--- config.mk ---
export PLATFORM = sky130hd
export DESIGN_NAME = round_robin_task_scheduler_fast_queue_core
export DESIGN_NICKNAME = d
export VERILOG_FILES = /design/src/sv/rrtsfq_pkg.sv /design/src/sv/rrtsfq_ctrl.sv /design/src/sv/rrtsfq_datapath.sv /design/src/sv/round_robin_task_scheduler_fast_queue_core.sv
export SDC_FILE = /design/constraint.sdc
export NUM_CORES = 2
export LEC_CHECK = 0
export ABC_CLOCK_PERIOD_IN_PS = 11100
export BUFFER_PORTS_ARGS = -buffer_cell sky130_fd_sc_hd__clkbuf_2
export CAP_MARGIN = 5
export CORE_ASPECT_RATIO = 0.5
export CORE_MARGIN = 3
export CORE_UTILIZATION = 58
export DETAILED_ROUTE_END_ITERATION = 7
export GPL_TIMING_DRIVEN = 1
export HOLD_SLACK_MARGIN = 0.15
export PLACE_DENSITY = 0.82
export SYNTH_ARGS = -nofsm -noshare
export SYNTH_HDL_FRONTEND = slang
export SYNTH_SLANG_ARGS = --single-unit
--- constraint.sdc ---
create_clock -name clk -period 11.1 [get_ports clk]
set_input_delay 1.11 -clock clk [delete_from_list [all_inputs] [get_ports clk]]
set_output_delay 1.11 -clock clk [all_outputs]
set_load 0.03 [all_outputs]
--- src/sv/rrtsfq_pkg.sv ---
package rrtsfq_pkg;

    localparam int ID_W    = 4;
    localparam int TIME_W  = 32;
    localparam int CNT_W   = 16;
    localparam int COUNT_W = 5;

    // Transaction kinds
    localparam logic [1:0] KIND_PUSH   = 2'd0;
    localparam logic [1:0] KIND_SLEEP  = 2'd1;
    localparam logic [1:0] KIND_WAKE   = 2'd2;
    localparam logic [1:0] KIND_SWITCH = 2'd3;

    typedef struct packed {
        logic [1:0]        kind;
        logic [ID_W-1:0]   task_id;
        logic [TIME_W-1:0] sleep_interval;
        logic [TIME_W-1:0] now;
    } in_item_t;

    typedef struct packed {
        logic [ID_W-1:0]  next_task;
        logic             switched;
        logic             by_fast_serve;
        logic             none_ready;
        logic [CNT_W-1:0] idle_count;
        logic [CNT_W-1:0] leaving_heartbeat;
    } out_item_t;

    // Commands from the controller to the datapath
    typedef struct packed {
        logic load_item;
        logic push;
        logic wake;
        logic sleep_wr;
        logic beat_wr;
        logic fast_pop;
        logic scan_init;
        logic scan_eval;
        logic finish;
    } ctrl_cmd_t;

    // Status from the datapath to the controller
    typedef struct packed {
        logic [1:0] kind;
        logic       fifo_nonempty;
        logic       scan_ready;
        logic       scan_last;
    } ctrl_status_t;

endpackage

--- src/sv/rrtsfq_ctrl.sv ---
module rrtsfq_ctrl (
    input  logic                     clk,
    input  logic                     rst_n,
    input  logic                     in_valid,
    output logic                     in_stall,
    output logic                     out_valid,
    input  logic                     out_stall,
    output rrtsfq_pkg::ctrl_cmd_t    cmd,
    input  rrtsfq_pkg::ctrl_status_t status
);
    import rrtsfq_pkg::*;

    localparam logic [2:0] S_IDLE    = 3'd0;
    localparam logic [2:0] S_OP      = 3'd1;
    localparam logic [2:0] S_BEAT    = 3'd2;
    localparam logic [2:0] S_SCAN_RD = 3'd3;
    localparam logic [2:0] S_SCAN_EV = 3'd4;
    localparam logic [2:0] S_FIN     = 3'd5;

    logic [2:0] state_reg;
    logic [2:0] state_next;
    logic       out_valid_reg;
    logic       out_valid_next;

    assign in_stall  = (state_reg != S_IDLE);
    assign out_valid = out_valid_reg;

    // Sequence one transaction through the datapath
    always_comb
    begin
        cmd            = '0;
        state_next     = state_reg;
        out_valid_next = out_valid_reg & out_stall;
        case (state_reg)
            S_IDLE:
            begin
                if (in_valid)
                begin
                    cmd.load_item = 1'b1;
                    state_next    = S_OP;
                end
            end
            S_OP:
            begin
                case (status.kind)
                    KIND_PUSH:
                    begin
                        cmd.push   = 1'b1;
                        state_next = S_FIN;
                    end
                    KIND_WAKE:
                    begin
                        cmd.wake   = 1'b1;
                        state_next = S_FIN;
                    end
                    KIND_SLEEP:
                    begin
                        cmd.sleep_wr = 1'b1;
                        state_next   = S_BEAT;
                    end
                    default:
                    begin
                        state_next = S_BEAT;
                    end
                endcase
            end
            S_BEAT:
            begin
                cmd.beat_wr = 1'b1;
                if (status.fifo_nonempty)
                begin
                    cmd.fast_pop = 1'b1;
                    state_next   = S_FIN;
                end
                else
                begin
                    cmd.scan_init = 1'b1;
                    state_next    = S_SCAN_RD;
                end
            end
            S_SCAN_RD:
            begin
                state_next = S_SCAN_EV;
            end
            S_SCAN_EV:
            begin
                cmd.scan_eval = 1'b1;
                if (status.scan_ready || status.scan_last)
                    state_next = S_FIN;
                else
                    state_next = S_SCAN_RD;
            end
            S_FIN:
            begin
                if (!out_valid_reg || !out_stall)
                begin
                    cmd.finish     = 1'b1;
                    out_valid_next = 1'b1;
                    state_next     = S_IDLE;
                end
            end
            default:
            begin
                state_next = S_IDLE;
            end
        endcase
    end

    always_ff @(posedge clk or negedge rst_n)
    begin
        if (!rst_n)
        begin
            state_reg     <= S_IDLE;
            out_valid_reg <= 1'b0;
        end
        else
        begin
            state_reg     <= state_next;
            out_valid_reg <= out_valid_next;
        end
    end

endmodule

--- src/sv/rrtsfq_datapath.sv ---
module rrtsfq_datapath #(
    parameter int MAX_TASKS  = 16,
    parameter int FIFO_DEPTH = 8
) (
    input  logic                                    clk,
    input  logic                                    rst_n,
    input  logic                                    cfg_wr_en,
    input  logic [rrtsfq_pkg::COUNT_W-1:0]          cfg_wr_data,
    input  rrtsfq_pkg::in_item_t                    in_data,
    output rrtsfq_pkg::out_item_t                   out_data,
    input  rrtsfq_pkg::ctrl_cmd_t                   cmd,
    output rrtsfq_pkg::ctrl_status_t                status
);
    import rrtsfq_pkg::*;

    localparam int TW = $clog2(MAX_TASKS);
    localparam int NW = $clog2(MAX_TASKS + 1);
    localparam int FW = $clog2(FIFO_DEPTH);
    localparam int CW = $clog2(FIFO_DEPTH + 1);

    // Next task around a ring of n tasks; anything past the end goes to task 0
    function automatic logic [TW-1:0] succ(input logic [TW-1:0] t, input logic [NW-1:0] n);
        logic [NW:0] t1;
        t1 = (NW+1)'(t) + (NW+1)'(1);
        succ = (t1 >= (NW+1)'(n)) ? '0 : TW'(t1);
    endfunction

    function automatic logic [FW-1:0] ptr_inc(input logic [FW-1:0] p);
        ptr_inc = (p == FW'(FIFO_DEPTH - 1)) ? '0 : p + FW'(1);
    endfunction

    // Storage
    logic [TIME_W-1:0] interval_mem [MAX_TASKS];
    logic [TIME_W-1:0] mark_mem     [MAX_TASKS];
    logic [CNT_W-1:0]  beat_mem     [MAX_TASKS];
    logic [ID_W-1:0]   fifo_mem     [FIFO_DEPTH];

    logic [TIME_W-1:0] intv_q;
    logic [TIME_W-1:0] mark_q;
    logic              iv_q;
    logic [CNT_W-1:0]  beat_q;
    logic              bv_q;
    logic [ID_W-1:0]   fifo_q;

    in_item_t          item_reg;
    out_item_t         out_reg;
    out_item_t         out_next;

    logic [COUNT_W-1:0] task_count_reg, task_count_next;
    logic [TW-1:0]      cur_reg, cur_next;
    logic [TW-1:0]      saved_reg, saved_next;
    logic               saved_valid_reg, saved_valid_next;
    logic [FW-1:0]      wp_reg, wp_next;
    logic [FW-1:0]      rp_reg, rp_next;
    logic [CW-1:0]      fill_reg, fill_next;
    logic [CNT_W-1:0]   idle_reg, idle_next;
    logic [MAX_TASKS-1:0] ival_reg, ival_next;
    logic [MAX_TASKS-1:0] bval_reg, bval_next;
    logic [TW-1:0]      p_reg, p_next;
    logic [TW-1:0]      k_reg, k_next;
    logic               sw_reg, sw_next;
    logic               fast_reg, fast_next;
    logic               none_reg, none_next;
    logic [CNT_W-1:0]   beat_reg, beat_next;

    logic [NW-1:0]      ring_n;
    logic               id_ok;
    logic [TW-1:0]      id_t;
    logic [TW-1:0]      fast_t;
    logic [TW-1:0]      succ_cur;
    logic [CNT_W-1:0]   beat_inc;
    logic [TIME_W-1:0]  elapsed;
    logic               scan_ready;
    logic               scan_last;

    // Clamp the configured ring size to 1..MAX_TASKS
    always_comb
    begin
        if (task_count_reg == '0)
            ring_n = NW'(1);
        else if (int'(task_count_reg) > MAX_TASKS)
            ring_n = NW'(MAX_TASKS);
        else
            ring_n = NW'(task_count_reg);
    end

    assign id_ok    = (int'(item_reg.task_id) < MAX_TASKS);
    assign id_t     = TW'(item_reg.task_id);
    assign fast_t   = TW'(fifo_q);
    assign succ_cur = succ(cur_reg, ring_n);
    assign beat_inc = (bv_q ? beat_q : '0) + CNT_W'(1);

    // Readiness of the scanned task under wrapping time
    assign elapsed    = item_reg.now - mark_q;
    assign scan_ready = !iv_q || (intv_q == '0) || (elapsed >= intv_q);
    assign scan_last  = ((NW+1)'(k_reg) + (NW+1)'(1)) == (NW+1)'(ring_n);

    assign status.kind          = item_reg.kind;
    assign status.fifo_nonempty = (fill_reg != '0);
    assign status.scan_ready    = scan_ready;
    assign status.scan_last     = scan_last;

    assign out_data = out_reg;

    // Per-task tables: write on command, read every cycle
    always_ff @(posedge clk)
    begin
        if (cmd.sleep_wr)
        begin
            interval_mem[cur_reg] <= item_reg.sleep_interval;
            mark_mem[cur_reg]     <= item_reg.now;
        end
        intv_q <= interval_mem[p_reg];
        mark_q <= mark_mem[p_reg];
        iv_q   <= ival_reg[p_reg];
    end

    always_ff @(posedge clk)
    begin
        if (cmd.beat_wr)
            beat_mem[cur_reg] <= beat_inc;
        beat_q <= beat_mem[cur_reg];
        bv_q   <= bval_reg[cur_reg];
    end

    // Fast-serve queue storage
    always_ff @(posedge clk)
    begin
        if (cmd.push && id_ok)
            fifo_mem[wp_reg] <= item_reg.task_id;
        fifo_q <= fifo_mem[rp_reg];
    end

    // Hold the accepted item and the finished result
    always_ff @(posedge clk)
    begin
        if (cmd.load_item)
            item_reg <= in_data;
        if (cmd.finish)
            out_reg <= out_next;
    end

    always_comb
    begin
        out_next.next_task         = ID_W'(cur_reg);
        out_next.switched          = sw_reg;
        out_next.by_fast_serve     = fast_reg;
        out_next.none_ready        = none_reg;
        out_next.idle_count        = idle_reg;
        out_next.leaving_heartbeat = beat_reg;
    end

    // Scheduler state updates
    always_comb
    begin
        task_count_next  = task_count_reg;
        cur_next         = cur_reg;
        saved_next       = saved_reg;
        saved_valid_next = saved_valid_reg;
        wp_next          = wp_reg;
        rp_next          = rp_reg;
        fill_next        = fill_reg;
        idle_next        = idle_reg;
        ival_next        = ival_reg;
        bval_next        = bval_reg;
        p_next           = p_reg;
        k_next           = k_reg;
        sw_next          = sw_reg;
        fast_next        = fast_reg;
        none_next        = none_reg;
        beat_next        = beat_reg;

        if (cfg_wr_en)
            task_count_next = cfg_wr_data;

        if (cmd.load_item)
        begin
            sw_next   = 1'b0;
            fast_next = 1'b0;
            none_next = 1'b0;
            beat_next = '0;
        end

        // Push; a full queue drops its oldest entry
        if (cmd.push && id_ok)
        begin
            wp_next = ptr_inc(wp_reg);
            if (fill_reg < CW'(FIFO_DEPTH))
                fill_next = fill_reg + CW'(1);
            if (fill_next == CW'(FIFO_DEPTH))
                rp_next = wp_next;
        end

        if (cmd.wake && id_ok)
            ival_next[id_t] = 1'b0;

        if (cmd.sleep_wr)
            ival_next[cur_reg] = 1'b1;

        // Bump the leaving task's heartbeat
        if (cmd.beat_wr)
        begin
            bval_next[cur_reg] = 1'b1;
            beat_next          = beat_inc;
            sw_next            = 1'b1;
        end

        // Serve the queue head and remember the ring position
        if (cmd.fast_pop)
        begin
            rp_next   = ptr_inc(rp_reg);
            fill_next = fill_reg - CW'(1);
            if (!saved_valid_reg)
            begin
                saved_next       = (succ_cur == fast_t) ? succ(succ_cur, ring_n) : succ_cur;
                saved_valid_next = 1'b1;
            end
            else if (saved_reg == fast_t)
            begin
                saved_next = succ(saved_reg, ring_n);
            end
            fast_next         = 1'b1;
            cur_next          = fast_t;
            ival_next[fast_t] = 1'b0;
        end

        // Start the ring scan at the restored or following position
        if (cmd.scan_init)
        begin
            if (saved_valid_reg)
                p_next = (NW'(saved_reg) < ring_n) ? saved_reg : '0;
            else
                p_next = succ_cur;
            saved_valid_next = 1'b0;
            k_next           = '0;
        end

        // Take the scanned task or skip it as idle
        if (cmd.scan_eval)
        begin
            if (scan_ready)
            begin
                cur_next        = p_reg;
                ival_next[p_reg] = 1'b0;
            end
            else
            begin
                idle_next = idle_reg + CNT_W'(1);
                p_next    = succ(p_reg, ring_n);
                k_next    = k_reg + TW'(1);
                if (scan_last)
                    none_next = 1'b1;
            end
        end
    end

    always_ff @(posedge clk or negedge rst_n)
    begin
        if (!rst_n)
        begin
            task_count_reg  <= COUNT_W'(1);
            cur_reg         <= '0;
            saved_reg       <= '0;
            saved_valid_reg <= 1'b0;
            wp_reg          <= '0;
            rp_reg          <= '0;
            fill_reg        <= '0;
            idle_reg        <= '0;
            ival_reg        <= '0;
            bval_reg        <= '0;
            p_reg           <= '0;
            k_reg           <= '0;
            sw_reg          <= 1'b0;
            fast_reg        <= 1'b0;
            none_reg        <= 1'b0;
            beat_reg        <= '0;
        end
        else
        begin
            task_count_reg  <= task_count_next;
            cur_reg         <= cur_next;
            saved_reg       <= saved_next;
            saved_valid_reg <= saved_valid_next;
            wp_reg          <= wp_next;
            rp_reg          <= rp_next;
            fill_reg        <= fill_next;
            idle_reg        <= idle_next;
            ival_reg        <= ival_next;
            bval_reg        <= bval_next;
            p_reg           <= p_next;
            k_reg           <= k_next;
            sw_reg          <= sw_next;
            fast_reg        <= fast_next;
            none_reg        <= none_next;
            beat_reg        <= beat_next;
        end
    end

endmodule

--- src/sv/round_robin_task_scheduler_fast_queue_core.sv ---
// Round-robin task scheduler with a fast-serve queue. One transaction is in
// flight at a time: after acceptance, a push or a wake passes S_OP and S_FIN,
// a switch served from the queue S_OP, S_BEAT and S_FIN, and a ring scan adds
// S_SCAN_RD and S_SCAN_EV for each of m tasks looked at (1 up to the ring
// size, which is task_count held to 1..MAX_TASKS). The scan is bounded by the
// per-task interval and timestamp memories, which give one registered read
// per task and are evaluated in the following cycle. The result sits in an
// output register, and the next transaction is accepted while that result
// waits to be taken. No clearing pass follows reset; per-task valid bits
// stand for the zeroed tables. The user must write task_count (cfg_wr_en/
// cfg_wr_data) only while idle; the block itself does not enforce it.
module round_robin_task_scheduler_fast_queue_core #(
    parameter int MAX_TASKS  = 16,
    parameter int FIFO_DEPTH = 8
) (
    input  logic                           clk,
    input  logic                           rst_n,
    input  logic                           cfg_wr_en,
    input  logic [rrtsfq_pkg::COUNT_W-1:0] cfg_wr_data,
    input  logic                           in_valid,
    output logic                           in_stall,
    input  rrtsfq_pkg::in_item_t           in_data,
    output logic                           out_valid,
    input  logic                           out_stall,
    output rrtsfq_pkg::out_item_t          out_data
);
    import rrtsfq_pkg::*;

    ctrl_cmd_t    cmd;
    ctrl_status_t status;

    rrtsfq_ctrl u_ctrl (
        .clk       (clk),
        .rst_n     (rst_n),
        .in_valid  (in_valid),
        .in_stall  (in_stall),
        .out_valid (out_valid),
        .out_stall (out_stall),
        .cmd       (cmd),
        .status    (status)
    );

    rrtsfq_datapath #(
        .MAX_TASKS  (MAX_TASKS),
        .FIFO_DEPTH (FIFO_DEPTH)
    ) u_datapath (
        .clk         (clk),
        .rst_n       (rst_n),
        .cfg_wr_en   (cfg_wr_en),
        .cfg_wr_data (cfg_wr_data),
        .in_data     (in_data),
        .out_data    (out_data),
        .cmd         (cmd),
        .status      (status)
    );

endmodule

# [Word level (Yosys, flattened, before mapping)]
# Memory sizes are Yosys's and may differ from the RTL's. A register that Yosys moved wholly into a read port is not among the register bits.
# Index checks and enable logic that the tools add are counted.
[totals] reg_bits=214 latchBits=0 ram_bits=1312 romBits=0 inputBits=80 output_inout_bits=41 word_cells=200 n_memories=4
[op_classes] n_addsub=13 mul=0 div_mod_pow=0 magnitude_cmp=16 eq_ne=16 shifts=0 muxes=84 bitwise_logic=10 reduce_logical=27
[memory_table] memory="u_datapath.interval_mem" depth=16 width=32 read_ports=1 rd_clocked_by_memory_dff=1 wr=1 line="rrtsfq_datapath.sv:33" text="logic [TIME_W-1:0] interval_mem [MAX_TASKS];"
[memory_table] memory="u_datapath.mark_mem" depth=16 width=32 read_ports=1 rd_clocked_by_memory_dff=1 wr=1 line="rrtsfq_datapath.sv:34" text="logic [TIME_W-1:0] mark_mem [MAX_TASKS];"
[memory_table] memory="u_datapath.beat_mem" depth=16 width=16 read_ports=1 rd_clocked_by_memory_dff=1 wr=1 line="rrtsfq_datapath.sv:35" text="logic [CNT_W-1:0] beat_mem [MAX_TASKS];"
[memory_table] memory="u_datapath.fifo_mem" depth=8 width=4 read_ports=1 rd_clocked_by_memory_dff=1 wr=1 line="rrtsfq_datapath.sv:36" text="logic [ID_W-1:0] fifo_mem [FIFO_DEPTH];"
[ops] op="$mux 16" n=8
[ops] op="$mux 4" n=22
[ops] op="$and 16x16->16" n=3
[ops] op="$not 16->16" n=3
[ops] op="$mux 3" n=12
[ops] op="$mux 1" n=33
[ops] op="$add 16x1->16 const B" n=2
[ops] op="$ge 32x32->1" n=1
[ops] op="$logic_not 32->1" n=1
[ops] op="$or 16x16->16" n=2
[ops] op="$sub 32x32->32" n=1
[ops] op="$add 4x1->5 const B" n=5
[ops] op="$ge 6x5->1" n=4
[ops] op="$lt 4x5->1 const B" n=4
[ops] op="$pmux 3 s6" n=1
[ops] op="$demux 1 s4" n=4
[ops] op="$ge 4x1->1 const B" n=4
[ops] op="$eq 3x3->1 const B" n=4
[ops] op="$mux 5" n=2
[ops] op="$reduce_bool 2->1" n=5
[ops] op="$add 4x1->4 const B" n=2
[ops] op="$bmux 1 s4" n=2
[ops] op="$eq 4x4->1" n=2
[ops] op="$reduce_and 2->1" n=4
[ops] op="24 further kinds" n=35

# [Longest topological paths before layout]
[logic_depth] word_depth=14 ltp_mapped=23 mapped_depth_nobuf=22

# [Modules after synthesis]
# From an unflattened synthesis, not the netlist that was laid out.
[unflattened] hier_cells=3097 area_unflattened_um2=63318.2
[by_module_without_submodules] mod="rrtsfq_datapath" instances=1 cells_each=3061 area_per_inst_um2=63027.9 seq_area_each_um2=46871.2
[by_module_without_submodules] mod="rrtsfq_ctrl" instances=1 cells_each=36 area_per_inst_um2=290.3 seq_area_each_um2=100.1

# [Least setup slack after synthesis]
# Ideal clock, no wire load.
[synth_path] kind="register -> register" startpoint="reg u_datapath.cur_reg[3]" endpoint="reg u_datapath.ival_reg[15]" setup_time_ps=97 t_arrival_ps=6347 required_time_ps=11003 setup_slack_ps=4655 stages_incl_launch_ff=7 path_buffers=2 synth_period_minus_slack_ps=6445 cell_sequence="dfrtp_1 > clkbuf_1 > buf_1 > nand3_1 > nor3_1 > o22ai_1 > a21oi_1"
[synth_via] elab_chain_cells=11 word_cells_on_any_way=12 classes_between="2 x order compare; 6 x mux; 3 x bitwise; 1 x reduce/logical"
[synth_rtl] item="start, declared" line="rrtsfq_datapath.sv:50" text="logic [TW-1:0] cur_reg, cur_next;"
[synth_rtl] item="start signal, assigned" line="rrtsfq_datapath.sv:281" text="cur_reg <= cur_next;"
[synth_rtl] item="$lt 4x5->1 (implied by the code) or $ge 4x1->1 (tied branches)" line="rrtsfq_datapath.sv:198" text="ival_next[cur_reg] = 1'b1;"
[synth_rtl] item="$logic_and 1x1->1 (implied by the code)" line="rrtsfq_datapath.sv:198"
[synth_rtl] item="$mux 1 (implied by the code)" line="rrtsfq_datapath.sv:198"
[synth_rtl] item="$demux 1 s4 *"
[synth_rtl] item="$or 16x16->16 (no line) *"
[synth_rtl] item="$mux 16 *" line="rrtsfq_datapath.sv:197" text="if (cmd.sleep_wr)"
[synth_rtl] item="$and 16x16->16 (no line)"
[synth_rtl] item="$mux 16 *" line="rrtsfq_datapath.sv:209" text="if (cmd.fast_pop)"
[synth_rtl] item="$and 16x16->16 (no line)"
[synth_rtl] item="$mux 16" line="rrtsfq_datapath.sv:241" text="if (scan_ready)"
[synth_rtl] item="$mux 16 *" line="rrtsfq_datapath.sv:239" text="if (cmd.scan_eval)"
[synth_rtl] item="net u_datapath.ival_next[15]" line="rrtsfq_datapath.sv:57" text="logic [MAX_TASKS-1:0] ival_reg, ival_next;"
[synth_rtl] item="end signal, assigned" line="rrtsfq_datapath.sv:288" text="ival_reg <= ival_next;"
[synth_rtl] item="end, declared" line="rrtsfq_datapath.sv:57"
# The timed path passes the listed nets; every way through them passes the cells marked *.
# A chain may end at the register's enable or synchronous reset.

# [Final worst setup path]
[layout_path] startpoint="reg u_datapath.item_reg[0] in the netlist's numbering" endpoint="reg u_datapath.cur_reg[2]"
[layout_via] elab_chain_cells=5
[layout_rtl] item="start, declared" line="rrtsfq_datapath.sv:45" text="in_item_t item_reg;"
[layout_rtl] item="start signal, assigned" line="rrtsfq_datapath.sv:138" text="item_reg <= in_data;"
[layout_rtl] item="$sub 32x32->32" line="rrtsfq_datapath.sv:94" text="assign elapsed = item_reg.now - mark_q;"
[layout_rtl] item="$ge 32x32->1" line="rrtsfq_datapath.sv:95" text="assign scan_ready = !iv_q || (intv_q == '0) || (elapsed >= intv_q);"
[layout_rtl] item="$logic_or 1x1->1" line="rrtsfq_datapath.sv:95"
[layout_rtl] item="$mux 4" line="rrtsfq_datapath.sv:241"
[layout_rtl] item="$mux 4" line="rrtsfq_datapath.sv:239"
[layout_rtl] item="net u_datapath.cur_next[2]" line="rrtsfq_datapath.sv:50"
# The timed path passes the listed nets, and every way through them passes these cells.

==> flow_summary_export.csv <==
group,metric,value,unit
synthesis,synth_fp_nets,3290,
worst_setup_path,reg2reg_from,"u_datapath.item_reg[0]$_DFFE_PP_",
clock_tree,worstSkewPairLatency,770,ps
routing,drc,0,
final_layout,reg_top3,"u_datapath.interval_mem x512, u_datapath.mark_mem x512, u_datapath.beat_mem x256",
timing,slew_headroom,3.68,%
synthesis,ys_seq_area_share,74.4,%
power,p_per_area,258,mW/mm^2
power,clkPwrFrac,27.8,%
job,drv_cap,0,
clock_tree,cts_resized,0,
floorplanning,io_pins,121,
global_routing,grt_use_total,28.4,%
clock_tree,post-cts-setup-buffers,0,
worst_setup_path,reg2reg_depth,22,
power,combPwrFrac,27.7,%
worst_setup_path,timing.critical_path.from,"u_datapath.item_reg[0]$_DFFE_PP_",
power,leakagePower,23.6,nW
run_status,status,"complete, no violations",
floorplanning,die-width,473,um
synthesis,yosysTopAreaCellShare,67.6,%
worst_setup_path,path_max_fanout,20,
power,power,18.1,mW
routing,dr.pass1.iters,6,
timing,finalHoldViolCount,0,
worst_setup_path,required,11750,ps
global_routing,grt_pass1_vias,34000,
timing,maxSlewViolCount,0,
clock_tree,cts_root_buffer,"clkbuf_16",
synthesis,ys_seq_elements,1610,
routing,routed_via_density,6.87,
routing,avgRoutedWirePerCell,32.4,um
clock_tree,clock-sinks,1610,
hold_path,worstHoldPathType,"in2async",
floorplanning,die_h,239,um
timing,fin_crit_sh,66.4,%
final_layout,stdcell_count,4838,
routing,met3_length,17300,um
routing,dr_total_vias,33200,
power,p_sw,5.68,mW
power,internal_power,12.5,mW
synthesis,netlist_instances,3103,
timing,layout_min_cycle_time,7370,ps
floorplanning,core_region_area,0.106,mm^2
timing,fmax,136,MHz
final_layout,ff_latch_area,0.0470,mm^2
synthesis,synth.distinct_cells,78,
synthesis,syn_avg_cell_area,20.3,um^2
routing,ant_nets,0,
worst_setup_path,r2r_slack,3730,ps
global_routing,grt_max_degree,114,
clock_tree,htree_levels,4,
synthesis,ys_async_sr_fraction,6.40,%
final_layout,drive_above_1_share,26.1,%
synthesis,synth_area_leaders,"edfxtp_1 68%, mux4_2 15%, dfrtp_1 4.0%",
synthesis,syn_area,0.0631,mm^2
power,p_sw_share,31.3,%
clock_tree,numCtsBuffers,136,
worst_setup_path,reg2reg_to,"u_datapath.cur_reg[2]$_DFF_PN0_",
placement,port_buffers,120,
timing,rsz0062_at_grt,"no",
placement,dp_cells,4581,
synthesis,synth_flop_cell,"edfxtp_1",
worst_setup_path,critPathCaptureType,"register",
floorplanning,die_area,0.113,mm^2
routing,drtIter0Drc,5007,
placement,gp_congestion,0.895,
worst_setup_path,arrival,8020,ps
synthesis,synth_common_cells,"1421 x edfxtp_1, 418 x mux4_2, 114 x nand2_1",
power,p_seq_share,44.6,%
routing,dr.max_layer_used,"met5",
synthesis,yosysWarnings,0,
global_routing,grt_pass1_wl,231000,um
placement,place_hpwl,79200,um
floorplanning,rows,84,
worst_setup_path,path_class,"reg2reg",
final_layout,multi_input_area,0.0154,mm^2
synthesis,yosysTopAreaCell,"edfxtp_1",
timing,setup_tns,0,ps
final_layout,fin_nets,3488,
routing,dr_wl_met2,76800,um
worst_setup_path,startpoint_type,"register",
timing,finalSetupViolations,0,
global_routing,antenna_found_initial,4,
clock_tree,path_clk_slew,70,ps
final_layout,area_growth,11.5,%
clock_tree,cts_hold_buf,0,
timing,tightest_slew,1420,ps
routing,wl,157000,um
clock_tree,cts_tree,"done",
synthesis,synth_edf_count,1421,
power,max-vdd-ir-drop,0.000199,V
clock_tree,clock_path_buffers,3,
final_layout,nFillCells,6280,
synthesis,yosysMostFrequentCell,"edfxtp_1",
global_routing,overflow,0,
timing,fin_skew,50.5,ps
floorplanning,start_util,59.3,%
routing,wl_met1,55900,um
placed cells by master (no fill, tap or decap), types with 17 or more instances in the layout:
cell       synthesis  final
dfxtp_1           86     86
inv_1             93     92
clkbuf_1          93     24
a21oi_1           46     45
edfxtp_1        1421   1421
nand3_1           45     45
ha_1             106    106
nand2_1          114    114
a21o_1            32     32
o21ai_0           37     37
a31oi_1           19     19
mux4_2           418    418
xnor2_1           36     36
nor3_1            25     24
clkbuf_16          0    141
dfrtp_1          102     96
clkinv_2           0     28
xor2_1            33     33
bufinv_16          0     17
or2_2             23     23
nor2b_1           18     18
buf_4              0     66
nand2b_1          21     21
clkbuf_2           0    119
nor2_1            82     67
stage by stage:
step	util [%]	hold WS, ps	cell area, um^2	setup WS [ps]
after floorplan	-	423	63100	4660
final	66.1	293	70400	3730
after detailed placement	61.7	440	65700	4600
after global routing	66.1	298	70400	3740
after CTS	66.1	268	70400	4200
after global placement	61.7	432	65700	4820
worst max-delay path: stages (launching register included):
cell       delay [ps]
edfxtp_1          600
inv_1             170
ha_1              220
inv_1              90
fa_1              440
a21o_1            210
a2111oi_0         710
o21ai_0           370
nand3b_1          200
nand3_1           160
nand2_1           170
a221oi_1          170
o2111ai_1         250
o211ai_1          170
ha_1              290
a21oi_1           170
nor2b_1           100
o21ai_0           210
o21ai_0           120
nor4b_1          1170
o21ai_1           230
and2_1            550
mux2_1            460
worst max path at each step:
stage / endpoint / cells past startpoint / slack, ps
floorplan: u_datapath.ival_reg[15]$_DFF_PN0_ / 6 / 4660
finish: u_datapath.cur_reg[2]$_DFF_PN0_ / 22 / 3730
detailed placement: u_datapath.cur_reg[3]$_DFF_PN0_ / 21 / 4600
global placement: u_datapath.cur_reg[2]$_DFF_PN0_ / 22 / 4820
CTS: u_datapath.cur_reg[2]$_DFF_PN0_ / 21 / 4200
global route: u_datapath.cur_reg[2]$_DFF_PN0_ / 22 / 3740
power by group through the flow:
| stage | logic [mW] | clock network (mW) | registers (mW) |
|---|---|---|---|
| 2_1_floorplan | 3.65 | 0 | 7.83 |
| 3_3_place_gp | 4.60 | 0 | 8.11 |
| 3_5_place_dp | 4.74 | 0 | 8.16 |
| 4_1_cts | 4.96 | 5.08 | 8.05 |
| 5_1_grt | 5.35 | 5.29 | 8.13 |
| 6_report | 5.01 | 5.03 | 8.09 |
metal layers:
layer	GRT usage (%)	vias up
li1	-	13100
met1	38.2	17200
met2	45.8	2498
met3	6.22	475
met4	12.0	2
met5	0.207	-
cell families (layout without fill, tap and decap cells):
family | count (synthesis) | count (layout) | share of synthesized area (%)
multiplexers | 437 | 437 | 15.2
AO/OA/AOI/OAI | 260 | 260 | 2.86
AND/OR/NAND/NOR | 400 | 400 | 3.09
buffers and inverters | 220 | 534 | 1.34
adder cells (fa/ha/maj) | 107 | 107 | 2.13
XOR/XNOR | 69 | 69 | 0.957
flip-flops | 1610 | 1610 | 74.4
other | 0 | 2 | 0
cell type report:
class	count	area share (%)
sequential	1610	66.8
multi-input combinational	1273	22.0
clock buffer	169	5.22
tap	1419	2.52
timing repair buffer	187	1.61
clock inverter	85	1.43
inverter	93	0.500
antenna	2	0.00711
(Power assumes the default switching activity.)
